$ cat src/rtl/core/block_io_statistics_counter_macros.svh
// ----------------------------------------------------------------------------
// Block I/O statistics counter - assertion macros
// Concurrent assertion wrappers, empty when built for synthesis.
// ----------------------------------------------------------------------------
`ifndef BLOCK_IO_STATISTICS_COUNTER_MACROS_SVH
`define BLOCK_IO_STATISTICS_COUNTER_MACROS_SVH

`ifndef SYNTHESIS

`define BIO_ASSERT(label, clk, rst_n, prop, msg) \
    label: assert property (@(posedge clk) disable iff (!rst_n) prop) else $error(msg);

`define BIO_ASSERT_NEVER(label, clk, rst_n, cond, msg) \
    label: assert property (@(posedge clk) disable iff (!rst_n) !(cond)) else $error(msg);

`else

`define BIO_ASSERT(label, clk, rst_n, prop, msg)

`define BIO_ASSERT_NEVER(label, clk, rst_n, cond, msg)

`endif

`endif

$ cat src/rtl/core/bio_pkg.sv
// ----------------------------------------------------------------------------
// Block I/O statistics counter package
// Event codes, counter indices and the registered request format.
// ----------------------------------------------------------------------------
package bio_pkg;

    localparam int CNT_WIDTH_DEFAULT = 64;
    localparam int SECTOR_W          = 64;
    localparam int COUNT_W           = 32;
    localparam int NUM_COUNTERS      = 13;
    localparam int CNT_IDX_W         = 4;

    typedef enum logic [1:0] {
        REQ_ISSUE    = 2'd0,
        REQ_COMPLETE = 2'd1,
        REQ_READ     = 2'd2,
        REQ_CLEAR    = 2'd3
    } req_kind_t;

    typedef enum logic [1:0] {
        OUTCOME_SUCCESS = 2'd0,
        OUTCOME_RETRY   = 2'd1,
        OUTCOME_ERROR   = 2'd2
    } outcome_t;

    typedef enum logic [1:0] {
        DIR_READ  = 2'd0,
        DIR_WRITE = 2'd1,
        DIR_NONE  = 2'd2
    } dir_t;

    localparam logic [CNT_IDX_W-1:0] IDX_RD_ISSUE  = 4'd0;
    localparam logic [CNT_IDX_W-1:0] IDX_WR_ISSUE  = 4'd4;
    localparam logic [CNT_IDX_W-1:0] IDX_CPL_RD    = 4'd8;
    localparam logic [CNT_IDX_W-1:0] IDX_CPL_WR    = 4'd10;
    localparam logic [CNT_IDX_W-1:0] IDX_FAILED    = 4'd12;

    localparam logic [CNT_IDX_W-1:0] OFS_SECTORS   = 4'd0;
    localparam logic [CNT_IDX_W-1:0] OFS_REQUESTS  = 4'd1;
    localparam logic [CNT_IDX_W-1:0] OFS_SEEK_DIST = 4'd2;
    localparam logic [CNT_IDX_W-1:0] OFS_SEEKS     = 4'd3;

    typedef struct packed {
        logic [1:0]           req_type;
        logic                 is_write;
        logic [SECTOR_W-1:0]  start_sector;
        logic [COUNT_W-1:0]   sector_count;
        logic [1:0]           outcome;
        logic [CNT_IDX_W-1:0] counter_index;
    } req_t;

endpackage

$ cat src/rtl/core/bio_req_if.sv
// ----------------------------------------------------------------------------
// Block I/O statistics request channel
// Valid/ready channel carrying one event per transfer.
// ----------------------------------------------------------------------------
interface bio_req_if;

    logic        valid;
    logic        ready;
    logic [1:0]  req_type;
    logic        is_write;
    logic [63:0] start_sector;
    logic [31:0] sector_count;
    logic [1:0]  outcome;
    logic [3:0]  counter_index;

    modport source
    (
        output valid,
        input  ready,
        output req_type,
        output is_write,
        output start_sector,
        output sector_count,
        output outcome,
        output counter_index
    );

    modport sink
    (
        input  valid,
        output ready,
        input  req_type,
        input  is_write,
        input  start_sector,
        input  sector_count,
        input  outcome,
        input  counter_index
    );

endinterface

$ cat src/rtl/core/bio_rsp_if.sv
// ----------------------------------------------------------------------------
// Block I/O statistics response channel
// Valid/ready channel carrying one counter value per transfer.
// ----------------------------------------------------------------------------
interface bio_rsp_if;

    logic        valid;
    logic        ready;
    logic [63:0] counter_value;

    modport source
    (
        output valid,
        input  ready,
        output counter_value
    );

    modport sink
    (
        input  valid,
        output ready,
        input  counter_value
    );

endinterface

$ cat src/rtl/core/block_io_statistics_counter.sv
// ----------------------------------------------------------------------------
// Block I/O statistics counter
// Per-direction issue, seek and completion counters with indexed readback.
// ----------------------------------------------------------------------------
// Throughput: one event per cycle, while a read is not held by an untaken earlier result.
// Read path: a counter read passes through the input register, then the result
//   register; a read waits in the input register while an earlier result is not
//   yet taken.
// Reset: asynchronous, clears all counters, the expected sector and the
//   last direction at once; no clearing pass.
`include "block_io_statistics_counter_macros.svh"

module block_io_statistics_counter
#(
    parameter int COUNTER_WIDTH = bio_pkg::CNT_WIDTH_DEFAULT
)
(
    input  logic            clk,
    input  logic            rst_n,
    bio_req_if.sink         req,
    bio_rsp_if.source       rsp
);

    bio_pkg::req_t                    in_reg;
    logic                             in_valid_reg;
    logic                             in_valid_next;
    logic                             accept;
    logic                             proceed;
    logic                             is_read;

    logic [COUNTER_WIDTH-1:0]         cnt_reg  [bio_pkg::NUM_COUNTERS];
    logic [COUNTER_WIDTH-1:0]         cnt_next [bio_pkg::NUM_COUNTERS];
    logic [bio_pkg::SECTOR_W-1:0]     exp_reg;
    logic [bio_pkg::SECTOR_W-1:0]     exp_next;
    bio_pkg::dir_t                    dir_reg;
    bio_pkg::dir_t                    dir_next;

    logic                             out_valid_reg;
    logic                             out_valid_next;
    logic [63:0]                      out_value_reg;
    logic [63:0]                      rd_value;

    bio_pkg::dir_t                    dir_in;
    logic [bio_pkg::CNT_IDX_W-1:0]    grp;
    logic [bio_pkg::CNT_IDX_W-1:0]    cpl;
    logic [bio_pkg::CNT_IDX_W-1:0]    idx_sect;
    logic [bio_pkg::CNT_IDX_W-1:0]    idx_reqs;
    logic [bio_pkg::CNT_IDX_W-1:0]    idx_dist;
    logic [bio_pkg::CNT_IDX_W-1:0]    idx_seeks;
    logic [bio_pkg::CNT_IDX_W-1:0]    idx_cpl_reqs;
    logic                             seq;
    logic [bio_pkg::SECTOR_W-1:0]     seek_len;
    logic [COUNTER_WIDTH-1:0]         count_w;
    logic [COUNTER_WIDTH-1:0]         dist_w;
    logic [COUNTER_WIDTH-1:0]         one_w;

    assign is_read   = (bio_pkg::req_kind_t'(in_reg.req_type) == bio_pkg::REQ_READ);
    assign proceed   = in_valid_reg && (!is_read || !out_valid_reg || rsp.ready);
    assign req.ready = !in_valid_reg || proceed;
    assign accept    = req.valid && req.ready;

    assign in_valid_next = accept ? 1'b1 : (proceed ? 1'b0 : in_valid_reg);

    always_ff @(posedge clk or negedge rst_n)
    begin
        if (!rst_n)
        begin
            in_valid_reg <= 1'b0;
        end
        else
        begin
            in_valid_reg <= in_valid_next;
        end
    end

    always_ff @(posedge clk)
    begin
        if (accept)
        begin
            in_reg.req_type      <= req.req_type;
            in_reg.is_write      <= req.is_write;
            in_reg.start_sector  <= req.start_sector;
            in_reg.sector_count  <= req.sector_count;
            in_reg.outcome       <= req.outcome;
            in_reg.counter_index <= req.counter_index;
        end
    end

    assign dir_in       = in_reg.is_write ? bio_pkg::DIR_WRITE : bio_pkg::DIR_READ;
    assign grp          = in_reg.is_write ? bio_pkg::IDX_WR_ISSUE : bio_pkg::IDX_RD_ISSUE;
    assign cpl          = in_reg.is_write ? bio_pkg::IDX_CPL_WR : bio_pkg::IDX_CPL_RD;
    assign idx_sect     = grp + bio_pkg::OFS_SECTORS;
    assign idx_reqs     = grp + bio_pkg::OFS_REQUESTS;
    assign idx_dist     = grp + bio_pkg::OFS_SEEK_DIST;
    assign idx_seeks    = grp + bio_pkg::OFS_SEEKS;
    assign idx_cpl_reqs = cpl + bio_pkg::OFS_REQUESTS;

    assign seq  = ((in_reg.start_sector == exp_reg) && (dir_reg == dir_in))
                  || (dir_reg == bio_pkg::DIR_NONE);
    assign seek_len = (in_reg.start_sector > exp_reg) ? (in_reg.start_sector - exp_reg)
                                                      : (exp_reg - in_reg.start_sector);

    assign count_w = COUNTER_WIDTH'(in_reg.sector_count);
    assign dist_w  = COUNTER_WIDTH'(seek_len);
    assign one_w   = COUNTER_WIDTH'(1'b1);

    always_comb
    begin
        cnt_next = cnt_reg;
        exp_next = exp_reg;
        dir_next = dir_reg;
        if (proceed)
        begin
            unique case (bio_pkg::req_kind_t'(in_reg.req_type))
                bio_pkg::REQ_ISSUE:
                begin
                    cnt_next[idx_sect] = cnt_reg[idx_sect] + count_w;
                    cnt_next[idx_reqs] = cnt_reg[idx_reqs] + one_w;
                    if (!seq)
                    begin
                        cnt_next[idx_dist]  = cnt_reg[idx_dist] + dist_w;
                        cnt_next[idx_seeks] = cnt_reg[idx_seeks] + one_w;
                    end
                    dir_next = dir_in;
                    exp_next = in_reg.start_sector
                               + bio_pkg::SECTOR_W'(in_reg.sector_count);
                end
                bio_pkg::REQ_COMPLETE:
                begin
                    if (bio_pkg::outcome_t'(in_reg.outcome) == bio_pkg::OUTCOME_SUCCESS)
                    begin
                        cnt_next[cpl]          = cnt_reg[cpl] + count_w;
                        cnt_next[idx_cpl_reqs] = cnt_reg[idx_cpl_reqs] + one_w;
                    end
                    else if (bio_pkg::outcome_t'(in_reg.outcome) != bio_pkg::OUTCOME_RETRY)
                    begin
                        cnt_next[bio_pkg::IDX_FAILED] = cnt_reg[bio_pkg::IDX_FAILED] + one_w;
                    end
                end
                bio_pkg::REQ_READ:
                begin
                    exp_next = exp_reg;
                end
                bio_pkg::REQ_CLEAR:
                begin
                    for (int i = 0; i < bio_pkg::NUM_COUNTERS; i++)
                    begin
                        cnt_next[i] = '0;
                    end
                    exp_next = '0;
                    dir_next = bio_pkg::DIR_NONE;
                end
            endcase
        end
    end

    always_ff @(posedge clk or negedge rst_n)
    begin
        if (!rst_n)
        begin
            for (int i = 0; i < bio_pkg::NUM_COUNTERS; i++)
            begin
                cnt_reg[i] <= '0;
            end
            exp_reg <= '0;
            dir_reg <= bio_pkg::DIR_NONE;
        end
        else
        begin
            cnt_reg <= cnt_next;
            exp_reg <= exp_next;
            dir_reg <= dir_next;
        end
    end

    assign rd_value = (in_reg.counter_index < bio_pkg::CNT_IDX_W'(bio_pkg::NUM_COUNTERS))
                      ? 64'(cnt_reg[in_reg.counter_index]) : '0;

    assign out_valid_next = (proceed && is_read) ? 1'b1
                          : (rsp.ready ? 1'b0 : out_valid_reg);

    always_ff @(posedge clk or negedge rst_n)
    begin
        if (!rst_n)
        begin
            out_valid_reg <= 1'b0;
        end
        else
        begin
            out_valid_reg <= out_valid_next;
        end
    end

    // hold the result until its transfer
    always_ff @(posedge clk)
    begin
        if (proceed && is_read)
        begin
            out_value_reg <= rd_value;
        end
    end

    assign rsp.valid         = out_valid_reg;
    assign rsp.counter_value = out_value_reg;

    `BIO_ASSERT(a_in_hold, clk, rst_n,
        (in_valid_reg && !proceed) |=> (in_valid_reg && $stable(in_reg)),
        "pending event lost or altered")
    `BIO_ASSERT(a_read_result, clk, rst_n,
        (proceed && is_read) |=> out_valid_reg,
        "counter read gave no result")
    `BIO_ASSERT(a_clear_state, clk, rst_n,
        (proceed && bio_pkg::req_kind_t'(in_reg.req_type) == bio_pkg::REQ_CLEAR)
            |=> (dir_reg == bio_pkg::DIR_NONE && exp_reg == '0),
        "clear left state behind")
    `BIO_ASSERT(a_issue_dir, clk, rst_n,
        (proceed && bio_pkg::req_kind_t'(in_reg.req_type) == bio_pkg::REQ_ISSUE)
            |=> (dir_reg != bio_pkg::DIR_NONE),
        "issue did not record direction")
    `BIO_ASSERT_NEVER(a_no_overrun, clk, rst_n,
        proceed && is_read && out_valid_reg && !rsp.ready,
        "result register overwritten")

endmodule

$ cat src/flat_wrapper.sv
// flat-port wrapper written by rule: the top's interface ports become plain ports
module block_io_statistics_counter_flat 
#(
    parameter int COUNTER_WIDTH = bio_pkg::CNT_WIDTH_DEFAULT
)
  (clk, rst_n, req_valid, req_ready, req_req_type, req_is_write, req_start_sector, req_sector_count, req_outcome, req_counter_index, rsp_valid, rsp_ready, rsp_counter_value);
  bio_req_if req_i ();
  bio_rsp_if rsp_i ();
  input  logic clk;
  input  logic rst_n;
  input wire logic [$bits(req_i.valid)-1:0] req_valid;
  output wire logic [$bits(req_i.ready)-1:0] req_ready;
  input wire logic [$bits(req_i.req_type)-1:0] req_req_type;
  input wire logic [$bits(req_i.is_write)-1:0] req_is_write;
  input wire logic [$bits(req_i.start_sector)-1:0] req_start_sector;
  input wire logic [$bits(req_i.sector_count)-1:0] req_sector_count;
  input wire logic [$bits(req_i.outcome)-1:0] req_outcome;
  input wire logic [$bits(req_i.counter_index)-1:0] req_counter_index;
  output wire logic [$bits(rsp_i.valid)-1:0] rsp_valid;
  input wire logic [$bits(rsp_i.ready)-1:0] rsp_ready;
  output wire logic [$bits(rsp_i.counter_value)-1:0] rsp_counter_value;
  assign req_i.valid = req_valid;
  assign req_ready = req_i.ready;
  assign req_i.req_type = req_req_type;
  assign req_i.is_write = req_is_write;
  assign req_i.start_sector = req_start_sector;
  assign req_i.sector_count = req_sector_count;
  assign req_i.outcome = req_outcome;
  assign req_i.counter_index = req_counter_index;
  assign rsp_valid = rsp_i.valid;
  assign rsp_i.ready = rsp_ready;
  assign rsp_counter_value = rsp_i.counter_value;
  block_io_statistics_counter #(.COUNTER_WIDTH(COUNTER_WIDTH)) u_core (.clk(clk), .rst_n(rst_n), .req(req_i), .rsp(rsp_i));
endmodule
$ cat config.mk
export PLATFORM = sky130hd
export DESIGN_NAME = block_io_statistics_counter_flat
export DESIGN_NICKNAME = d
export VERILOG_FILES = /design/src/rtl/core/bio_pkg.sv /design/src/rtl/core/bio_req_if.sv /design/src/rtl/core/bio_rsp_if.sv /design/src/rtl/core/block_io_statistics_counter.sv /design/src/flat_wrapper.sv
export VERILOG_INCLUDE_DIRS = /design/src /design/src/rtl/core
export SDC_FILE = /design/constraint.sdc
export NUM_CORES = 2
export LEC_CHECK = 0
export BUFFER_PORTS_ARGS = -buffer_cell sky130_fd_sc_hd__clkbuf_2
export CAP_MARGIN = 40
export CORE_MARGIN = 1
export CORE_UTILIZATION = 45
export DETAILED_ROUTE_END_ITERATION = 16
export SLEW_MARGIN = 20
export SYNTH_ARGS = -nofsm -noshare
export SYNTH_HDL_FRONTEND = slang
export SYNTH_SLANG_ARGS = --single-unit
$ cat constraint.sdc
create_clock -name clk -period 13.3 [get_ports clk]
set_input_delay 0 -clock clk [delete_from_list [all_inputs] [get_ports clk]]
set_output_delay 0 -clock clk [all_outputs]
set_load 0.05 [all_outputs]
# Word level (Yosys, flattened, before mapping)
# Cells that the tools add are included.
[word_totals]
register_bits = 1069
in_bits = 109
out_inout_bits = 66
[classes]
add_sub_neg = 14
order_cmp = 15
eq_ne = 9
muxes = 54
n_bitwise = 7
n_reduce_logical = 26
[ops]
columns = ["op", "n"]
rows = [
  ["$bwmux 832", 6],
  ["$pmux 832 s3", 1],
  ["$bmux 64 s4", 7],
  ["$demux 64 s4", 6],
  ["$mux 64", 23],
  ["$mux 832", 1],
  ["$mux 768", 1],
  ["$add 64x1->64 const B", 4],
  ["$add 64x32->64", 3],
  ["$pmux 64 s2", 1],
  ["$sub 64x64->64", 2],
  ["$add 64x64->64", 1],
  ["$eq 64x64->1", 1],
  ["$gt 64x64->1", 1],
  ["$ge 5x5->1 const B", 7],
  ["$not 4->5", 7],
  ["$lt 5x1->1 const B", 6],
  ["$logic_and 1x1->1", 10],
  ["$add 4x1->4 const B", 2],
  ["$add 4x2->4 const B", 2],
  ["$eq 2x2->1 const B", 3],
  ["$reduce_and 3->1", 2],
  ["$reduce_bool 2->1", 3],
  ["$mux 1", 5],
  ["other kinds (13)", 20],
]

# Longest topological paths before layout
[depth]
depth_word = 12
ltp_mapped = 32

# Least setup slack after synthesis
# Ideal clock, no wire load.
[synth_timing]
path_type = "register -> register"
startpoint = "register u_core.in_reg[38] (netlist name)"
endpoint = "register with a tool-made name"
arrival_ns = 6.153
required_time_ns = 13.170
path_slack_ns = 7.018
path_stages_with_launch = 30
n_path_buf = 4
synth_period_minus_slack_ns = 6.282
cell_sequence = "edfxtp_1 > inv_1 > ha_1 > inv_1 > fa_1 > a21oi_1 > o22ai_1 > o41ai_1 > o21ai_0 > nand2_1 > and3_1 > buf_2 > nand2b_4 > buf_6 > clkbuf_1 > clkbuf_1 > a21oi_1 > xor2_1 > ha_1 > o21ai_0 > o21ai_0 > nand4_1 > a2111oi_0 > nor3_1 > o31ai_2 > a41oi_2 > o21a_1 > o41ai_2 > xnor2_1 > o21ai_0"
[synth_rtl]
columns = ["item", "line_no", "rtl"]
rows = [
  ["from (decl)", "block_io_statistics_counter.sv:24", "bio_pkg::req_t in_reg;"],
]

==> flow_summary.yaml <==
detailed_routing:
  vias: 65800
  routed_wl_microns: 256000
  routed_via_density: 6.37
  drc: 0
  drtIter0Drc: 6991
  post_drt_wl_per_cell_microns: 24.8
  ant_nets: 0
  firstDrtPassIters: 8
worst_hold_path:
  min_path_cells: 4
  hold_class: "primary input to flip-flop"
  hold_start: "rsp_ready"
  whs_endpoint: "u_core.rsp.valid$_DFFE_PN0P_"
clock_tree:
  worst_setup_hold_path_clk_slew_ns: 0.06
  cts_setup_buffers: 0
  clk_path_buf_depth: 3
  cts_resized: 0
  cts.sinks: 1069
  cts_made_buffers: 133
  cts_root_buf: "clkbuf_16"
  cts_tree: "built"
  cts.htree.levels: 4
  clock_latency_ns: 0.79
placed_design:
  place_hpwl_microns: 184000
  gp_congestion: 0.942
  postPlaceCellArea_sq_um: 75800
  portBuffers: 174
  place_ws_ns: 5.28
yosys:
  synthTopCellsByCount: "nand2_1, dfrtp_1, o21ai_0"
  synth.distinct_cells: 119
  synth_flop_cell: "dfrtp_1"
  netlist_instances: 7921
  seq_area_frac_synth: 0.378
  synth_edf_count: 169
  synth_area_leaders: "dfrtp_1, edfxtp_1, mux4_2"
  synthArstFlopShare: 0.842
  ys_seq_elements: 1069
  synth.avg_cell_area_sq_um: 9.21
  synth.top_cell.area_share: 0.308
  netlist.top_cell.by_area: "dfrtp_1"
  syn_nets: 8331
  ys_warn_count: 0
  netlist_area_sq_um: 72900
  synth.most_common_cell: "nand2_1"
power_and_ir_drop:
  power.density_nw_per_um2: 160
  ir_drop_uv: 117
  p_leak_nw: 34.5
critical_path:
  worst_path_largest_cell_delay_ns: 0.73
  required_ns: 13.93
  critPathTopFamily: "compound AO/OA/AOI/OAI gates"
  crit_slowest_cell: "or4_1"
  critPathCaptureType: "flip-flop"
  rr_startpoint: "u_core.in_reg[97]$_DFFE_PP_"
  path_common_cell: "o21ai_0"
  reg2reg_depth: 22
  crit_fanout: 59
  cp-start-kind: "flip-flop"
  timing.critical_path.buf_inv: 0
  arrival_ns: 8.71
  cp_cell_sequence: "ha_1 > nand4_2 > or4_1 > nor4_2 > nand2_1 > and3_1 > nand2b_4 > a211oi_1 > a21oi_1 > xor2_1 > ha_1 > o21ai_0 > o21ai_0 > nand4_1 > a2111oi_0 > nor3_1 > o31ai_2 > a41oi_2 > o21a_1 > o41ai_2 > xnor2_1 > o21ai_0"
  path_class: "flip-flop to flip-flop"
  regToRegSetupSlack_ns: 5.22
final_layout:
  area_growth_pct: 13.2
  finalInstanceArea_sq_um: 82500
  drive_gt1_frac: 0.121
  nets: 8471
timing:
  clock.fmax_mhz: 124
  final_max_slew_viol_count: 0
  skew_ns: 0.0369
  tns_ns: 0
  tightest_slew_ns: 0.982
  relSlewSlack: 0.345
  rsz0062_at_grt: "false"
  setup_ws_ns: 5.22
  finalCriticalPeriod_ns: 8.08
  post-route-period-util: 0.608
  finalSetupViolCount: 0
  finalHoldViolCount: 0
floorplanning:
  fp.dieH_microns: 405
  coreArea_sq_um: 161000
  die_w_microns: 405
  start_util: 0.454
  die_area_sq_um: 164000
  rows: 147
  io_pins: 175
global_routing:
  gr-total-overflow: 0
  grt_max_degree: 167
  grt.total_usage: 0.309
  first_global_vias: 62700
  grt_pass1_wl_microns: 389000
  antenna_found_initial: 12
outcome:
  outcome: "completed"
run:
  cap_violations: 0
-- layout by cell type, fill, tap and decap left out, types with 43 or more instances in the layout --
cell type	synthesis	final
a21o_1	139	139
a21oi_1	531	530
a221oi_1	74	74
a22o_1	299	299
a31oi_1	188	188
and2_1	44	43
and3_1	88	88
buf_4	9	88
clkbuf_16	0	140
clkbuf_2	2	173
dfrtp_1	899	899
dlygate4sd3_1	0	216
edfxtp_1	169	169
ha_1	295	295
inv_1	250	247
mux2_2	164	164
mux2i_1	76	76
mux4_2	192	192
nand2_1	972	966
nand3_1	294	290
nand4_1	120	120
nor2_1	400	391
nor2b_1	60	60
nor3_1	90	88
o21ai_0	825	824
o21bai_1	80	80
o31ai_1	231	231
xnor2_1	206	206
xor2_1	138	138
-- kinds of logic after synthesis --
group | count (synthesis) | share of synthesized area
xor gates and xnor gates | 344 | 0.0413
and+or+nand+nor | 2332 | 0.153
buffers and inverters | 756 | 0.0428
adders and majority gates | 301 | 0.0523
DFF | 1069 | 0.378
AOI/OAI and AO/OA | 2687 | 0.238
muxes | 432 | 0.0950
-- through the flow --
step	instances	utilization	hold WS, ns	total power (W)
finish	10300	0.513	0.164	0.0132
global route	10300	0.513	0.171	0.0139
CTS	10300	0.512	0.0982	0.0131
detailed placement	9862	0.471	0.0789	0.00936
global placement	9837	0.468	0.0723	0.00928
floorplan	7921	-	-0.296	0.00775
-- cell type report --
cell class,instances,area [sq um]
well taps,2160,2700
clock inverters,47,497
diodes,9,22.5
fillers,14800,78200
inverters,250,945
multi-input cells,6096,42400
flip-flops and latches,1069,27600
repair buffers,511,4440
clock buffers,194,3900
-- what timing repair did --
item,4_1_cts,5_1_grt
setup endpoints to repair,0,0
hold buffers,217,0
endpoints found under the hold margin,310,0
-- how the worst max path moves through the flow --
stage                                      startpoint  depth (start not counted)        end  slack (ns)
final                     u_core.in_reg[97]$_DFFE_PP_                         22  flip-flop        5.22
after global routing      u_core.in_reg[98]$_DFFE_PP_                         22  flip-flop        4.68
after CTS                 u_core.in_reg[97]$_DFFE_PP_                         22  flip-flop        5.25
after detailed placement  u_core.in_reg[97]$_DFFE_PP_                         22  flip-flop        5.28
after global placement    u_core.in_reg[98]$_DFFE_PP_                         22  flip-flop        5.42
after floorplan           u_core.in_reg[38]$_DFFE_PP_                         29  flip-flop        7.02
-- report_power, final --
part / switching (W) / internal [W]
sequential: 0.000526 / 0.00371
combinational: 0.00318 / 0.00207
clock: 0.00150 / 0.00218
total: 0.00521 / 0.00796
-- per-layer routing --
layer | track usage | wire, microns | up-vias
met4 | 0.0978 | 8080 | 4
met3 | 0.0781 | 26300 | 423
met2 | 0.454 | 110000 | 2919
li1 | - | - | 29900
met5 | 0 | 14 | -
met1 | 0.443 | 112000 | 32600
-- worst min-delay path: cells and delay by family --
kind	cells	cell delay [ns]
and+or+nand+nor	1	0.10
AOI/OAI and AO/OA	1	0.18
buffers and inverters	2	0.62
(Power assumes the default switching activity.)
